==> config.mk <==
export PLATFORM = sky130hd
export DESIGN_NAME = status_line_stream_classifier
export DESIGN_NICKNAME = d
export VERILOG_FILES = /design/src/design/slsc_pkg.sv /design/src/design/status_line_stream_classifier.sv /design/src/design/slsc_num_step.sv
export SDC_FILE = /design/constraint.sdc
export NUM_CORES = 1
export LEC_CHECK = 0
export BUFFER_PORTS_ARGS = -buffer_cell sky130_fd_sc_hd__buf_4
export CAP_MARGIN = 30
export CORE_MARGIN = 2
export CORE_UTILIZATION = 57
export CTS_BUF_LIST = sky130_fd_sc_hd__clkbuf_8
export CTS_CLUSTER_SIZE = 10
export DETAILED_ROUTE_END_ITERATION = 16
export GPL_TIMING_DRIVEN = 0
export PLACE_DENSITY = 0.9
export SETUP_SLACK_MARGIN = 0.15
export SLEW_MARGIN = 20
export SYNTH_ARGS = -nofsm -noshare
export SYNTH_HDL_FRONTEND = slang
export SYNTH_SLANG_ARGS = --single-unit
==> constraint.sdc <==
create_clock -name clock -period 7 [get_ports clock]
set_input_delay 1.4 -clock clock [delete_from_list [all_inputs] [get_ports clock]]
set_output_delay 1.4 -clock clock [all_outputs]
set_load 0.02 [all_outputs]
==> src/design/slsc_pkg.sv <==
// ----------------------------------------------------------------------------
// Status line classifier package
// Types, character codes and header prefixes shared by the classifier modules.
// ----------------------------------------------------------------------------
`timescale 1ns / 1ps
`default_nettype none

package slsc_pkg;

   // Character codes used by the line parser.
   localparam logic [7:0] CHAR_NUL   = 8'h00;
   localparam logic [7:0] CHAR_NL    = 8'h0a;
   localparam logic [7:0] CHAR_CR    = 8'h0d;
   localparam logic [7:0] CHAR_TAB   = 8'h09;
   localparam logic [7:0] CHAR_SPACE = 8'h20;
   localparam logic [7:0] CHAR_HASH  = 8'h23;
   localparam logic [7:0] CHAR_PLUS  = 8'h2b;
   localparam logic [7:0] CHAR_MINUS = 8'h2d;
   localparam logic [7:0] CHAR_DOT   = 8'h2e;
   localparam logic [7:0] CHAR_ZERO  = 8'h30;
   localparam logic [7:0] CHAR_NINE  = 8'h39;
   localparam logic [7:0] CHAR_ONE   = 8'h31;
   localparam logic [7:0] CHAR_TWO   = 8'h32;
   localparam logic [7:0] CHAR_QUERY = 8'h3f;
   localparam logic [7:0] CHAR_U     = 8'h75;

   // Header prefixes: "# branch.ab +" and "# stash ".
   localparam int BRANCH_LEN = 13;
   localparam int STASH_LEN  = 8;

   localparam logic [7:0] BRANCH_PFX [0:BRANCH_LEN-1] = '{
      8'h23, 8'h20, 8'h62, 8'h72, 8'h61, 8'h6e, 8'h63,
      8'h68, 8'h2e, 8'h61, 8'h62, 8'h20, 8'h2b
   };

   localparam logic [7:0] STASH_PFX [0:STASH_LEN-1] = '{
      8'h23, 8'h20, 8'h73, 8'h74, 8'h61, 8'h73, 8'h68, 8'h20
   };

   // Count values saturate at this bound.
   localparam logic [15:0] COUNT_MAX = 16'hffff;

   // Phases of the decimal number parser.
   localparam logic [1:0] NUM_SKIP   = 2'd0;
   localparam logic [1:0] NUM_DIGITS = 2'd1;
   localparam logic [1:0] NUM_DONE   = 2'd2;

   // State of one decimal number parser.
   typedef struct packed {
      logic [1:0]  phase;
      logic        neg;
      logic [15:0] acc;
   } num_state_type;

   // Accumulated status marks.
   typedef struct packed {
      logic untracked;
      logic unmerged;
      logic unstaged;
      logic staged;
   } marks_type;

endpackage

`default_nettype wire

==> src/design/status_line_stream_classifier.sv <==
// ----------------------------------------------------------------------------
// Status line stream classifier
// A result is registered from its newline beat and shows in the cycle after that beat is accepted.
// Throughput: one byte per cycle while req_stall is low; the line state is updated
// in the cycle of the beat, so consecutive bytes need no gaps.
// The input stalls only while a result is held and the output is stalled.
// Synchronous reset clears marks, counts, line state and the mode register.
// ----------------------------------------------------------------------------
`timescale 1ns / 1ps
`default_nettype none

module status_line_stream_classifier #(
   parameter int LINE_MAX = 256
) (
   input  wire logic        clock,
   input  wire logic        reset,
   // Input channel
   input  wire logic        req_valid,
   output      logic        req_stall,
   input  wire logic        req_kind,
   input  wire logic [7:0]  req_byte_req,
   // Result channel
   output      logic        rsp_valid,
   input  wire logic        rsp_stall,
   output      logic        rsp_staged,
   output      logic        rsp_unstaged,
   output      logic        rsp_unmerged,
   output      logic        rsp_untracked,
   output      logic [15:0] rsp_ahead_count,
   output      logic [15:0] rsp_behind_count,
   output      logic [15:0] rsp_stash_count,
   output      logic        rsp_all_found,
   // Configuration
   input  wire logic        csr_wr_en,
   input  wire logic        csr_wr_data
);

   localparam int POS_W = $clog2(LINE_MAX);
   localparam logic [POS_W-1:0] POS_LIMIT  = POS_W'(LINE_MAX - 1);
   localparam logic [POS_W-1:0] POS_BRANCH = POS_W'(slsc_pkg::BRANCH_LEN);
   localparam logic [POS_W-1:0] POS_STASH  = POS_W'(slsc_pkg::STASH_LEN);

   // Line state.
   logic [POS_W-1:0]        pos_ff, pos_in;
   logic                    ended_ff, ended_in;
   logic [7:0]              c0_ff, c0_in;
   logic [7:0]              c1_ff, c1_in;
   logic                    x_changed_ff, x_changed_in;
   logic                    y_changed_ff, y_changed_in;
   logic                    branch_match_ff, branch_match_in;
   logic                    stash_match_ff, stash_match_in;
   logic                    dash_ff, dash_in;
   slsc_pkg::num_state_type num1_ff, num1_in, num1_step;
   slsc_pkg::num_state_type num2_ff, num2_in, num2_step;

   // Accumulated status.
   slsc_pkg::marks_type     marks_ff, marks_in;
   logic [15:0]             ahead_ff, ahead_in;
   logic [15:0]             behind_ff, behind_in;
   logic [15:0]             stash_ff, stash_in;
   logic                    count_untracked_ff;

   // Result register.
   logic                    rsp_valid_ff, rsp_valid_in;
   slsc_pkg::marks_type     rsp_marks_ff;
   logic [15:0]             rsp_ahead_ff, rsp_behind_ff, rsp_stash_ff;
   logic                    rsp_all_found_ff;

   logic                    req_accept;
   logic                    is_newline;
   logic                    emit;
   logic                    all_found_in;
   logic                    branch_miss;
   logic                    stash_miss;
   logic                    in_branch_body;
   logic                    in_stash_body;

   assign req_stall  = rsp_valid_ff & rsp_stall;
   assign req_accept = req_valid & ~req_stall;
   assign is_newline = (req_byte_req == slsc_pkg::CHAR_NL);
   assign emit       = req_accept & ~req_kind & is_newline;

   // Header prefix comparison at the current position.
   always_comb begin
      branch_miss = 1'b0;
      stash_miss  = 1'b0;
      if (pos_ff < POS_BRANCH) begin
         branch_miss = (req_byte_req != slsc_pkg::BRANCH_PFX[pos_ff[3:0]]);
      end
      if (pos_ff < POS_STASH) begin
         stash_miss = (req_byte_req != slsc_pkg::STASH_PFX[pos_ff[2:0]]);
      end
   end

   assign in_branch_body = (pos_ff >= POS_BRANCH) & branch_match_ff;
   assign in_stash_body  = (pos_ff >= POS_STASH) & stash_match_ff;

   // Number parsers for the first and the second header number.
   slsc_num_step u_num1 (
      .byte_in (req_byte_req),
      .cur     (num1_ff),
      .nxt     (num1_step)
   );

   slsc_num_step u_num2 (
      .byte_in (req_byte_req),
      .cur     (num2_ff),
      .nxt     (num2_step)
   );

   // Next-state logic for one accepted beat.
   always_comb begin
      pos_in          = pos_ff;
      ended_in        = ended_ff;
      c0_in           = c0_ff;
      c1_in           = c1_ff;
      x_changed_in    = x_changed_ff;
      y_changed_in    = y_changed_ff;
      branch_match_in = branch_match_ff;
      stash_match_in  = stash_match_ff;
      dash_in         = dash_ff;
      num1_in         = num1_ff;
      num2_in         = num2_ff;
      marks_in        = marks_ff;
      ahead_in        = ahead_ff;
      behind_in       = behind_ff;
      stash_in        = stash_ff;

      if (req_kind) begin
         // Clear beat: start a new scan.
         marks_in  = '0;
         ahead_in  = '0;
         behind_in = '0;
         stash_in  = '0;
      end else if (is_newline) begin
         // Classify the finished line.
         if (pos_ff != '0) begin
            if (c0_ff == slsc_pkg::CHAR_HASH) begin
               if (branch_match_ff && pos_ff >= POS_BRANCH) begin
                  ahead_in = num1_ff.neg ? 16'd0 : num1_ff.acc;
                  if (dash_ff) begin
                     behind_in = num2_ff.neg ? 16'd0 : num2_ff.acc;
                  end
               end else if (stash_match_ff && pos_ff >= POS_STASH) begin
                  stash_in = num1_ff.neg ? 16'd0 : num1_ff.acc;
               end
            end else if ((c0_ff == slsc_pkg::CHAR_ONE || c0_ff == slsc_pkg::CHAR_TWO) &&
                         c1_ff == slsc_pkg::CHAR_SPACE && pos_ff >= POS_W'(4)) begin
               marks_in.staged   = marks_ff.staged | x_changed_ff;
               marks_in.unstaged = marks_ff.unstaged | y_changed_ff;
            end else if (c0_ff == slsc_pkg::CHAR_U && c1_ff == slsc_pkg::CHAR_SPACE &&
                         pos_ff >= POS_W'(2)) begin
               marks_in.staged   = 1'b1;
               marks_in.unstaged = 1'b1;
               marks_in.unmerged = 1'b1;
            end else if (c0_ff == slsc_pkg::CHAR_QUERY && c1_ff == slsc_pkg::CHAR_SPACE &&
                         pos_ff >= POS_W'(2)) begin
               marks_in.untracked = 1'b1;
            end
         end
      end else if (~ended_ff && pos_ff < POS_LIMIT) begin
         if (req_byte_req == slsc_pkg::CHAR_NUL) begin
            ended_in = 1'b1;
         end else begin
            // Absorb one text byte.
            pos_in = pos_ff + POS_W'(1);
            if (pos_ff == POS_W'(0)) begin
               c0_in = req_byte_req;
            end
            if (pos_ff == POS_W'(1)) begin
               c1_in = req_byte_req;
            end
            if (pos_ff == POS_W'(2)) begin
               x_changed_in = (req_byte_req != slsc_pkg::CHAR_DOT);
            end
            if (pos_ff == POS_W'(3)) begin
               y_changed_in = (req_byte_req != slsc_pkg::CHAR_DOT);
            end
            if (branch_miss) begin
               branch_match_in = 1'b0;
            end
            if (stash_miss) begin
               stash_match_in = 1'b0;
            end
            if (in_branch_body || in_stash_body) begin
               num1_in = num1_step;
            end
            if (in_branch_body) begin
               if (!dash_ff) begin
                  dash_in = (req_byte_req == slsc_pkg::CHAR_MINUS);
               end else begin
                  num2_in = num2_step;
               end
            end
         end
      end

      // A newline or a clear beat also starts a fresh line.
      if (req_kind || is_newline) begin
         pos_in          = '0;
         ended_in        = 1'b0;
         c0_in           = '0;
         c1_in           = '0;
         x_changed_in    = 1'b0;
         y_changed_in    = 1'b0;
         branch_match_in = 1'b1;
         stash_match_in  = 1'b1;
         dash_in         = 1'b0;
         num1_in         = '0;
         num2_in         = '0;
      end
   end

   // All wanted marks set.
   assign all_found_in = marks_in.staged & marks_in.unstaged & marks_in.unmerged &
                         (marks_in.untracked | ~count_untracked_ff);

   assign rsp_valid_in = emit | (rsp_valid_ff & rsp_stall);

   // Control and line state registers.
   always_ff @(posedge clock) begin
      if (reset) begin
         pos_ff             <= '0;
         ended_ff           <= 1'b0;
         c0_ff              <= '0;
         c1_ff              <= '0;
         x_changed_ff       <= 1'b0;
         y_changed_ff       <= 1'b0;
         branch_match_ff    <= 1'b1;
         stash_match_ff     <= 1'b1;
         dash_ff            <= 1'b0;
         num1_ff            <= '0;
         num2_ff            <= '0;
         marks_ff           <= '0;
         ahead_ff           <= '0;
         behind_ff          <= '0;
         stash_ff           <= '0;
         count_untracked_ff <= 1'b0;
         rsp_valid_ff       <= 1'b0;
      end else begin
         if (req_accept) begin
            pos_ff          <= pos_in;
            ended_ff        <= ended_in;
            c0_ff           <= c0_in;
            c1_ff           <= c1_in;
            x_changed_ff    <= x_changed_in;
            y_changed_ff    <= y_changed_in;
            branch_match_ff <= branch_match_in;
            stash_match_ff  <= stash_match_in;
            dash_ff         <= dash_in;
            num1_ff         <= num1_in;
            num2_ff         <= num2_in;
            marks_ff        <= marks_in;
            ahead_ff        <= ahead_in;
            behind_ff       <= behind_in;
            stash_ff        <= stash_in;
         end
         if (csr_wr_en) begin
            count_untracked_ff <= csr_wr_data;
         end
         rsp_valid_ff <= rsp_valid_in;
      end
   end

   // Result payload register, loaded with each emitted beat.
   always_ff @(posedge clock) begin
      if (emit) begin
         rsp_marks_ff     <= marks_in;
         rsp_ahead_ff     <= ahead_in;
         rsp_behind_ff    <= behind_in;
         rsp_stash_ff     <= stash_in;
         rsp_all_found_ff <= all_found_in;
      end
   end

   assign rsp_valid        = rsp_valid_ff;
   assign rsp_staged       = rsp_marks_ff.staged;
   assign rsp_unstaged     = rsp_marks_ff.unstaged;
   assign rsp_unmerged     = rsp_marks_ff.unmerged;
   assign rsp_untracked    = rsp_marks_ff.untracked;
   assign rsp_ahead_count  = rsp_ahead_ff;
   assign rsp_behind_count = rsp_behind_ff;
   assign rsp_stash_count  = rsp_stash_ff;
   assign rsp_all_found    = rsp_all_found_ff;

`ifndef SYNTHESIS
   // The line position never runs past the counted part of a line.
   a_pos_bound: assert property (@(posedge clock) disable iff (reset)
      pos_ff <= POS_LIMIT)
      else $error("line position beyond limit");

   // A clear beat empties marks and counts.
   a_clear: assert property (@(posedge clock) disable iff (reset)
      req_accept && req_kind |=> marks_ff == '0 && ahead_ff == '0 &&
                                 behind_ff == '0 && stash_ff == '0)
      else $error("clear beat left status behind");

   // A newline beat always produces a result in the next cycle.
   a_emit: assert property (@(posedge clock) disable iff (reset)
      emit |=> rsp_valid_ff && pos_ff == '0)
      else $error("newline beat produced no result");

   // The all-found flag never shows without the three tracked marks.
   a_all_found: assert property (@(posedge clock) disable iff (reset)
      rsp_valid && rsp_all_found |-> rsp_staged && rsp_unstaged && rsp_unmerged)
      else $error("all-found flag without its marks");
`endif

endmodule

`default_nettype wire

==> src/design/slsc_num_step.sv <==
// ----------------------------------------------------------------------------
// Decimal number parser step
// Advances one decimal number parser by one byte: leading white space is
// skipped, one sign is taken, then digits accumulate with saturation.
// ----------------------------------------------------------------------------
`timescale 1ns / 1ps
`default_nettype none

module slsc_num_step (
   input  wire logic [7:0]             byte_in,
   input  wire slsc_pkg::num_state_type cur,
   output      slsc_pkg::num_state_type nxt
);

   logic        is_digit;
   logic        is_blank;
   logic [19:0] times_ten;
   logic [19:0] acc_sum;
   logic [15:0] acc_sat;

   // Character classes.
   always_comb begin
      is_digit = byte_in inside {[slsc_pkg::CHAR_ZERO:slsc_pkg::CHAR_NINE]};
      is_blank = (byte_in == slsc_pkg::CHAR_SPACE) ||
                 (byte_in inside {[slsc_pkg::CHAR_TAB:slsc_pkg::CHAR_CR]});
   end

   // Accumulate one digit: acc * 10 + digit, saturating at the count maximum.
   always_comb begin
      times_ten = {1'b0, cur.acc, 3'b000} + {3'b000, cur.acc, 1'b0};
      acc_sum   = times_ten + {16'd0, byte_in[3:0]};
      acc_sat   = (acc_sum > {4'd0, slsc_pkg::COUNT_MAX}) ? slsc_pkg::COUNT_MAX
                                                          : acc_sum[15:0];
   end

   // Phase update.
   always_comb begin
      nxt = cur;
      case (cur.phase)
         slsc_pkg::NUM_SKIP: begin
            if (is_blank) begin
               nxt = cur;
            end else if (byte_in == slsc_pkg::CHAR_PLUS) begin
               nxt.phase = slsc_pkg::NUM_DIGITS;
            end else if (byte_in == slsc_pkg::CHAR_MINUS) begin
               nxt.phase = slsc_pkg::NUM_DIGITS;
               nxt.neg   = 1'b1;
            end else if (is_digit) begin
               nxt.phase = slsc_pkg::NUM_DIGITS;
               nxt.acc   = acc_sat;
            end else begin
               nxt.phase = slsc_pkg::NUM_DONE;
            end
         end
         slsc_pkg::NUM_DIGITS: begin
            if (is_digit) begin
               nxt.acc = acc_sat;
            end else begin
               nxt.phase = slsc_pkg::NUM_DONE;
            end
         end
         default: begin
            nxt = cur;
         end
      endcase
   end

endmodule

`default_nettype wire

Word-level counts from Yosys, hierarchy flattened
Memories as Yosys holds them, arrays and structs flattened.
Cells that the tools add are included.
{ "word_totals": {"wordCells": 276, "input_bits": 15, "output_inout_bits": 55, "register_bits": 175, "n_memories": 2, "romBits": 192} }
{ "mem_list": {"columns": ["memory", "words", "width", "read_ports", "rd_ports_with_merged_regs", "write_ports", "line_no", "text"], "rows": [
  ["(name not given)", 16, 8, 1, 0, 0, "status_line_stream_classifier.sv:88", "branch_miss = (req_byte_req != slsc_pkg::BRANCH_PFX[pos_ff[3:0]]);"],
  ["(name not given)", 8, 8, 1, 0, 0, "status_line_stream_classifier.sv:91", "stash_miss = (req_byte_req != slsc_pkg::STASH_PFX[pos_ff[2:0]]);"]
]} }
{ "op_classes": {"n_bitwise": 19, "n_lt_le_gt_ge": 15, "n_reduce_logical": 51, "eq_ne": 31, "muxes": 121, "add_sub_neg": 5} }
{ "op_table": {"columns": ["cell", "n"], "rows": [
  ["$mux 16", 25],
  ["$mux 19", 15],
  ["$mux 8", 21],
  ["$eq 8x6->1 const B", 8],
  ["$pmux 16 s2", 2],
  ["$mux 1", 43],
  ["$reduce_and 6->1", 7],
  ["$add 19x17->20", 2],
  ["$add 20x4->20", 2],
  ["$gt 20x16->1 const B", 2],
  ["$mux 17", 2],
  ["$reduce_and 10->1", 3],
  ["$reduce_bool 2->1", 14],
  ["$ge 8x4->1 const B", 3],
  ["$ne 3x3->1 const B", 8],
  ["$reduce_and 11->1", 2],
  ["$eq 8x2->1 const B", 2],
  ["$logic_not 8->1", 2],
  ["$lt 8x4->1 const B", 2],
  ["$mux 4", 4],
  ["$ne 8x8->1", 2],
  ["$mux 2", 6],
  ["$logic_and 1x1->1", 11],
  ["$reduce_and 5->1", 2],
  ["28 further kinds", 52]
]} }

Logic depth before layout (Yosys ltp)
{ "logic_depth": {"ltp_word": 16, "mapped_depth": 12, "mapped_depth_nobuf": 10} }

Hierarchy
A second synthesis with hierarchy kept.
{ "unflattened": {"hier_cells": 1138, "hier_area_um2": 10369.9} }
{ "by_module_without_submodules": {"columns": ["mod", "seq_area_each_um2", "n_inst", "area_per_inst_um2", "cells_each"], "rows": [
  ["status_line_stream_classifier", 4033.9, 1, 7454.6, 750],
  ["slsc_num_step (u_num2)", 0.0, 1, 1512.7, 203],
  ["slsc_num_step (u_num1)", 0.0, 1, 1402.6, 185]
]} }

Least setup slack after synthesis
Ideal clock, no wire load.
{ "synth_timing": {"path_kind": "input -> register", "from": "input port req_byte_req[4]", "to": "register rsp_ahead_ff[0], in the netlist rsp_ahead_count[0] (enable)", "path_buffers": 1, "slack_ps": 305, "required_ps": 6469, "t_arrival_ps": 6164, "setup_ps": 531, "path_stages": 4, "cell_sequence": "buf_6 > or3_1 > or4b_4 > nor3_1"} }
{ "synth_via": {"elab_chain_len": 2} }
{ "synth_lines": {"columns": ["item", "line_no", "text"], "rows": [
  ["start: declaration", "status_line_stream_classifier.sv:21", "input wire logic [7:0] req_byte_req,"],
  ["$eq 8x4->1", "status_line_stream_classifier.sv:80", "assign is_newline = (req_byte_req == slsc_pkg::CHAR_NL);"],
  ["$and 1x1->1", "status_line_stream_classifier.sv:81", "assign emit = req_accept & ~req_kind & is_newline;"],
  ["named net emit", "status_line_stream_classifier.sv:71", "logic emit;"],
  ["end signal: assignment", "status_line_stream_classifier.sv:269", "rsp_ahead_ff <= ahead_in;"],
  ["end: declaration", "status_line_stream_classifier.sv:66", "logic [15:0] rsp_ahead_ff, rsp_behind_ff, rsp_stash_ff;"]
]} }
The timed path passes the listed nets, and every way through them passes these cells.
A chain may end at the register's enable or synchronous reset.

Worst setup path in the final report
{ "layout_timing": {"from": "input port req_byte_req[3]", "to": "register num1_ff[8] in the netlist's numbering"} }
{ "layout_via": {"elab_chain_len": 14, "elab_cells_between_ends": 37, "cone_classes": "add/sub (1); order compare (5); eq/ne (10); mux (12); reduce/logical (9)"} }
{ "layout_lines": {"columns": ["item", "line_no", "text"], "rows": [
  ["$add 20x4->20", "slsc_num_step.sv:31", "acc_sum = times_ten + {16'd0, byte_in[3:0]};"],
  ["$gt 20x16->1", "slsc_num_step.sv:32", "acc_sat = (acc_sum > {4'd0, slsc_pkg::COUNT_MAX}) ? slsc_pkg::COUNT_MAX"],
  ["$mux 16", "slsc_num_step.sv:32", null],
  ["$mux 16", "slsc_num_step.sv:48, slsc_num_step.sv:56", null],
  ["$mux 16", "slsc_num_step.sv:45", "end else if (byte_in == slsc_pkg::CHAR_MINUS) begin"],
  ["$mux 17", "slsc_num_step.sv:43", "end else if (byte_in == slsc_pkg::CHAR_PLUS) begin"],
  ["$mux 19", "slsc_num_step.sv:41", "if (is_blank) begin"],
  ["$pmux 16 s2", "slsc_num_step.sv:39", "case (cur.phase)"],
  ["$mux 19", "status_line_stream_classifier.sv:185", "if (in_branch_body || in_stash_body) begin"],
  ["$mux 19", "status_line_stream_classifier.sv:162", "if (req_byte_req == slsc_pkg::CHAR_NUL) begin"],
  ["$mux 19", "status_line_stream_classifier.sv:161", "end else if (~ended_ff && pos_ff < POS_LIMIT) begin"],
  ["$mux 19", "status_line_stream_classifier.sv:135", "end else if (is_newline) begin"],
  ["$mux 19", "status_line_stream_classifier.sv:129", "if (req_kind) begin"],
  ["$mux 19", "status_line_stream_classifier.sv:199", "if (req_kind || is_newline) begin"],
  ["end signal: assignment", "status_line_stream_classifier.sv:251", "num1_ff <= num1_in;"],
  ["end: declaration", "status_line_stream_classifier.sv:53", "slsc_pkg::num_state_type num1_ff, num1_in, num1_step;"]
]} }
Several ways; a longest one is shown, not always the timed one. The select of a mux whose other input is x is not followed.

==> reports/results.tsv <==
stage	metric	value	unit
outcome	status	finished, final reports clean	
synthesis	main flop type after synthesis	dfxtp_1	
clocking	CTS max path bufs	2	
clocking	Setup Buffers After CTS	0	
timing	worst-margin pin slew	854	ps
worst_hold_path	Tightest Hold Check Type	register to register	
synthesis	sequential area share after synthesis	41.0	%
route	Detailed Routing Iterations Pass 1	6	
timing	Final Hold Fails	0	
worst_setup_path	Worst Path Max Fanout	10	
placement	dpl cell area	10700	sq um
clocking	CTS tree	built	
timing	RSZ-0062 raised after global routing	no	
worst_setup_path	Crit. End Element	register	
placement	Placed Cells	1345	
timing	Max Slew Vio Count	0	
synthesis	post-synth top area cell	dfxtp_1	
route	Final ANT Viol Nets	0	
timing	min Tclk post-route	4480	ps
placement	IO Port Bufs	67	
pwr	Leak Pwr	0.00448	uW
die	Core ar.	17100	sq um
route	DRC	0	
die	Die W	135	um
clocking	clk slew on worst S/H paths	90	ps
die	Core Rows	48	
timing	Worst Skew	19.2	ps
clocking	root buf cell	clkbuf_8	
clocking	Clk Latency, worst-skew pair	460	ps
synthesis	count of different cell masters after synthesis	66	
synthesis	Syn Inst Count	1048	
route	WL per Instance	17.6	um
clocking	CTS Hold Bufs	0	
synthesis	syn nets	1136	
pwr	total power	1840	uW
layout	share of post-route cells with drive strength above 1	11.1	%
layout	ANT cells	0	
layout	Layout Nets	1227	
route	Via Count	8541	
synthesis	Post-Syn Area	9830	sq um
synthesis	ys async rst share	0	%
pwr	Worst VDD drop	0.000129	V
synthesis	Area contributors post-synth	dfxtp_1 25%, edfxtp_1 16%, ha_1 8.8%, mux2i_1 6.7%, nor2_1 4.5%	
pwr	power density cells	167	nW/um^2
global_routing	global-route wire length before repair	39.4	mm
synthesis	YS warnings	0	
synthesis	Synth Area per Inst	9.38	sq um
layout	post-route cell area	11100	sq um
timing	Slew HR	42.6	%
layout	Util after Layout	64.8	%
global_routing	number of global-route vias before repair	7957	
die	DIE AREA	18300	sq um
route	drt total wl	24.3	mm
layout	Syn-to-layout area delta	12.5	%
layout	Layout fillers	1257	
synthesis	Synth top area share	24.8	%
synthesis	Seq cells post-synth	175	
global_routing	largest net degree at the start of global routing	20	
die	Starting Density	57.6	%
global_routing	total congestion overflow	0	
timing	Worst Hold Margin	467	ps
worst_setup_path	CP arrival	4820	ps
worst_setup_path	CP startpoint kind	primary input	
worst_setup_path	WP data required	7340	ps
clocking	CTS Buf Count	17	
die	# IOs	70	
global_routing	initial antenna violation count	0	
layout	Layout Cells excl Fill	1377	
layout	Multi-input gate area	5500	sq um
run	Max Cap Viol	0	
clocking	H-tree levels	4	
die	Die Y	135	um
route	Vias/cell	6.20	
global_routing	GR Util All Layers	26.7	%
placement	DP HPWL	18.3	mm
layout	Reg area	4030	sq um
clocking	PostCTS Resize Cnt	0	
timing	final setup fails	0	
timing	Fmax	0.223	GHz
worst_setup_path	Setup CP Type	primary input to register	
placement	GP Congestion	0.944	
route	Iteration-0 DRC Markers	820	
timing	crit share post-route	64.0	%
clocking	CTS sink cnt	175	
synthesis	EDFF count, synth	53	
## metrics by stage
stage | worst slack [ps] | TNS, ps
floorplan | 305 | 0
global placement | -976 | -52360
detailed placement | 2140 | 0
CTS | 2570 | 0
global route | 2340 | 0
finish | 2520 | 0
## cell usage after synthesis (9+ instances only)
cell type    n
o21ai_0     54
a22oi_1     19
xor2_1      20
a211oi_1    11
nor2_1     117
nand3_1     27
edfxtp_1    53
and2_1      11
mux2i_1     66
dfxtp_1    122
nor3_1      18
nand4_1     15
a21oi_1     53
and3_1       9
ha_1        69
clkbuf_1    45
a22o_1      30
a21o_1      12
inv_1        9
nor2b_1     44
nand2_1     83
xnor2_1     27
## final timing paths
kind | startpoint | to | slack, ps | cells after the start
max | req_byte_req[3] | num1_ff[8] | 2520 | 11
min | stash_ff[12] | stash_ff[12] | 470 | 2
max reg2reg | num1_ff[2] | num1_ff[8] | 3200 | 10
min reg2reg | stash_ff[12] | stash_ff[12] | 470 | 2
## worst max-delay path: stages
cell	delay, ps
buf_4	150
fa_1	550
fa_1	520
a211oi_1	270
o21bai_1	190
a211oi_1	280
o311ai_0	180
mux2i_1	470
clkbuf_1	390
nand4_1	190
a22o_1	240
## logic make-up (layout without fill, tap and decap cells)
| kind of cell | count (synthesis) | count (layout) | share of synthesized area, % |
|---|---|---|---|
| mux | 68 | 68 | 6.95 |
| fa+ha+maj | 73 | 73 | 9.60 |
| flops | 175 | 175 | 41.0 |
| simple gates | 373 | 373 | 18.7 |
| buf+inv | 69 | 173 | 3.04 |
| compound gates | 243 | 243 | 16.5 |
| xor+xnor | 47 | 47 | 4.19 |
## power breakdown
group          internal (uW)  total [uW]  leakage [uW]  switching (uW)
clock network            269         690      0.000196             421
logic                   35.0         103       0.00289            68.1
registers               1040        1050       0.00139            5.85
total                   1350        1840       0.00448             495
## final cells by class
class / instances / share of cell area, %
multi-input cells: 804 / 49.8
flip-flops and latches: 175 / 36.5
repair buffers: 72 / 4.92
well taps: 225 / 2.55
plain buffers: 60 / 2.40
clock buffers: 17 / 2.12
clock inverters: 15 / 1.49
inverters: 9 / 0.305
## cells in the final DEF, fill, tap and decap left out, drive strengths merged, types with 20 or more instances in the layout
master	count
nor2	119
nand3	27
mux2i	66
ha	69
xor2	20
a22o	30
nand2	83
clkbuf	62
dfxtp	122
buf	87
edfxtp	53
a21oi	53
xnor2	27
nor2b	44
o21ai	59
## metal layers
layer  routed length, um  track usage (%)  vias to the layer above
met5                   0                0                        -
met4                 842             10.9                        0
met3                1770             4.53                       89
met2               11300             43.1                      413
met1               10400             35.7                     4005
li1                    -                -                     4034
## flip-flops by register name (all words and copies together), names as in the netlist, 4 cells and up
signal,flops
marks_ff,4
c0_ff,8
behind_ff,16
rsp_stash_count,16
num2_ff,19
ahead_ff,16
stash_ff,16
rsp_behind_count,16
c1_ff,8
rsp_ahead_count,16
num1_ff,19
pos_ff,8
No activity file was read; power rests on OpenSTA's default activity.
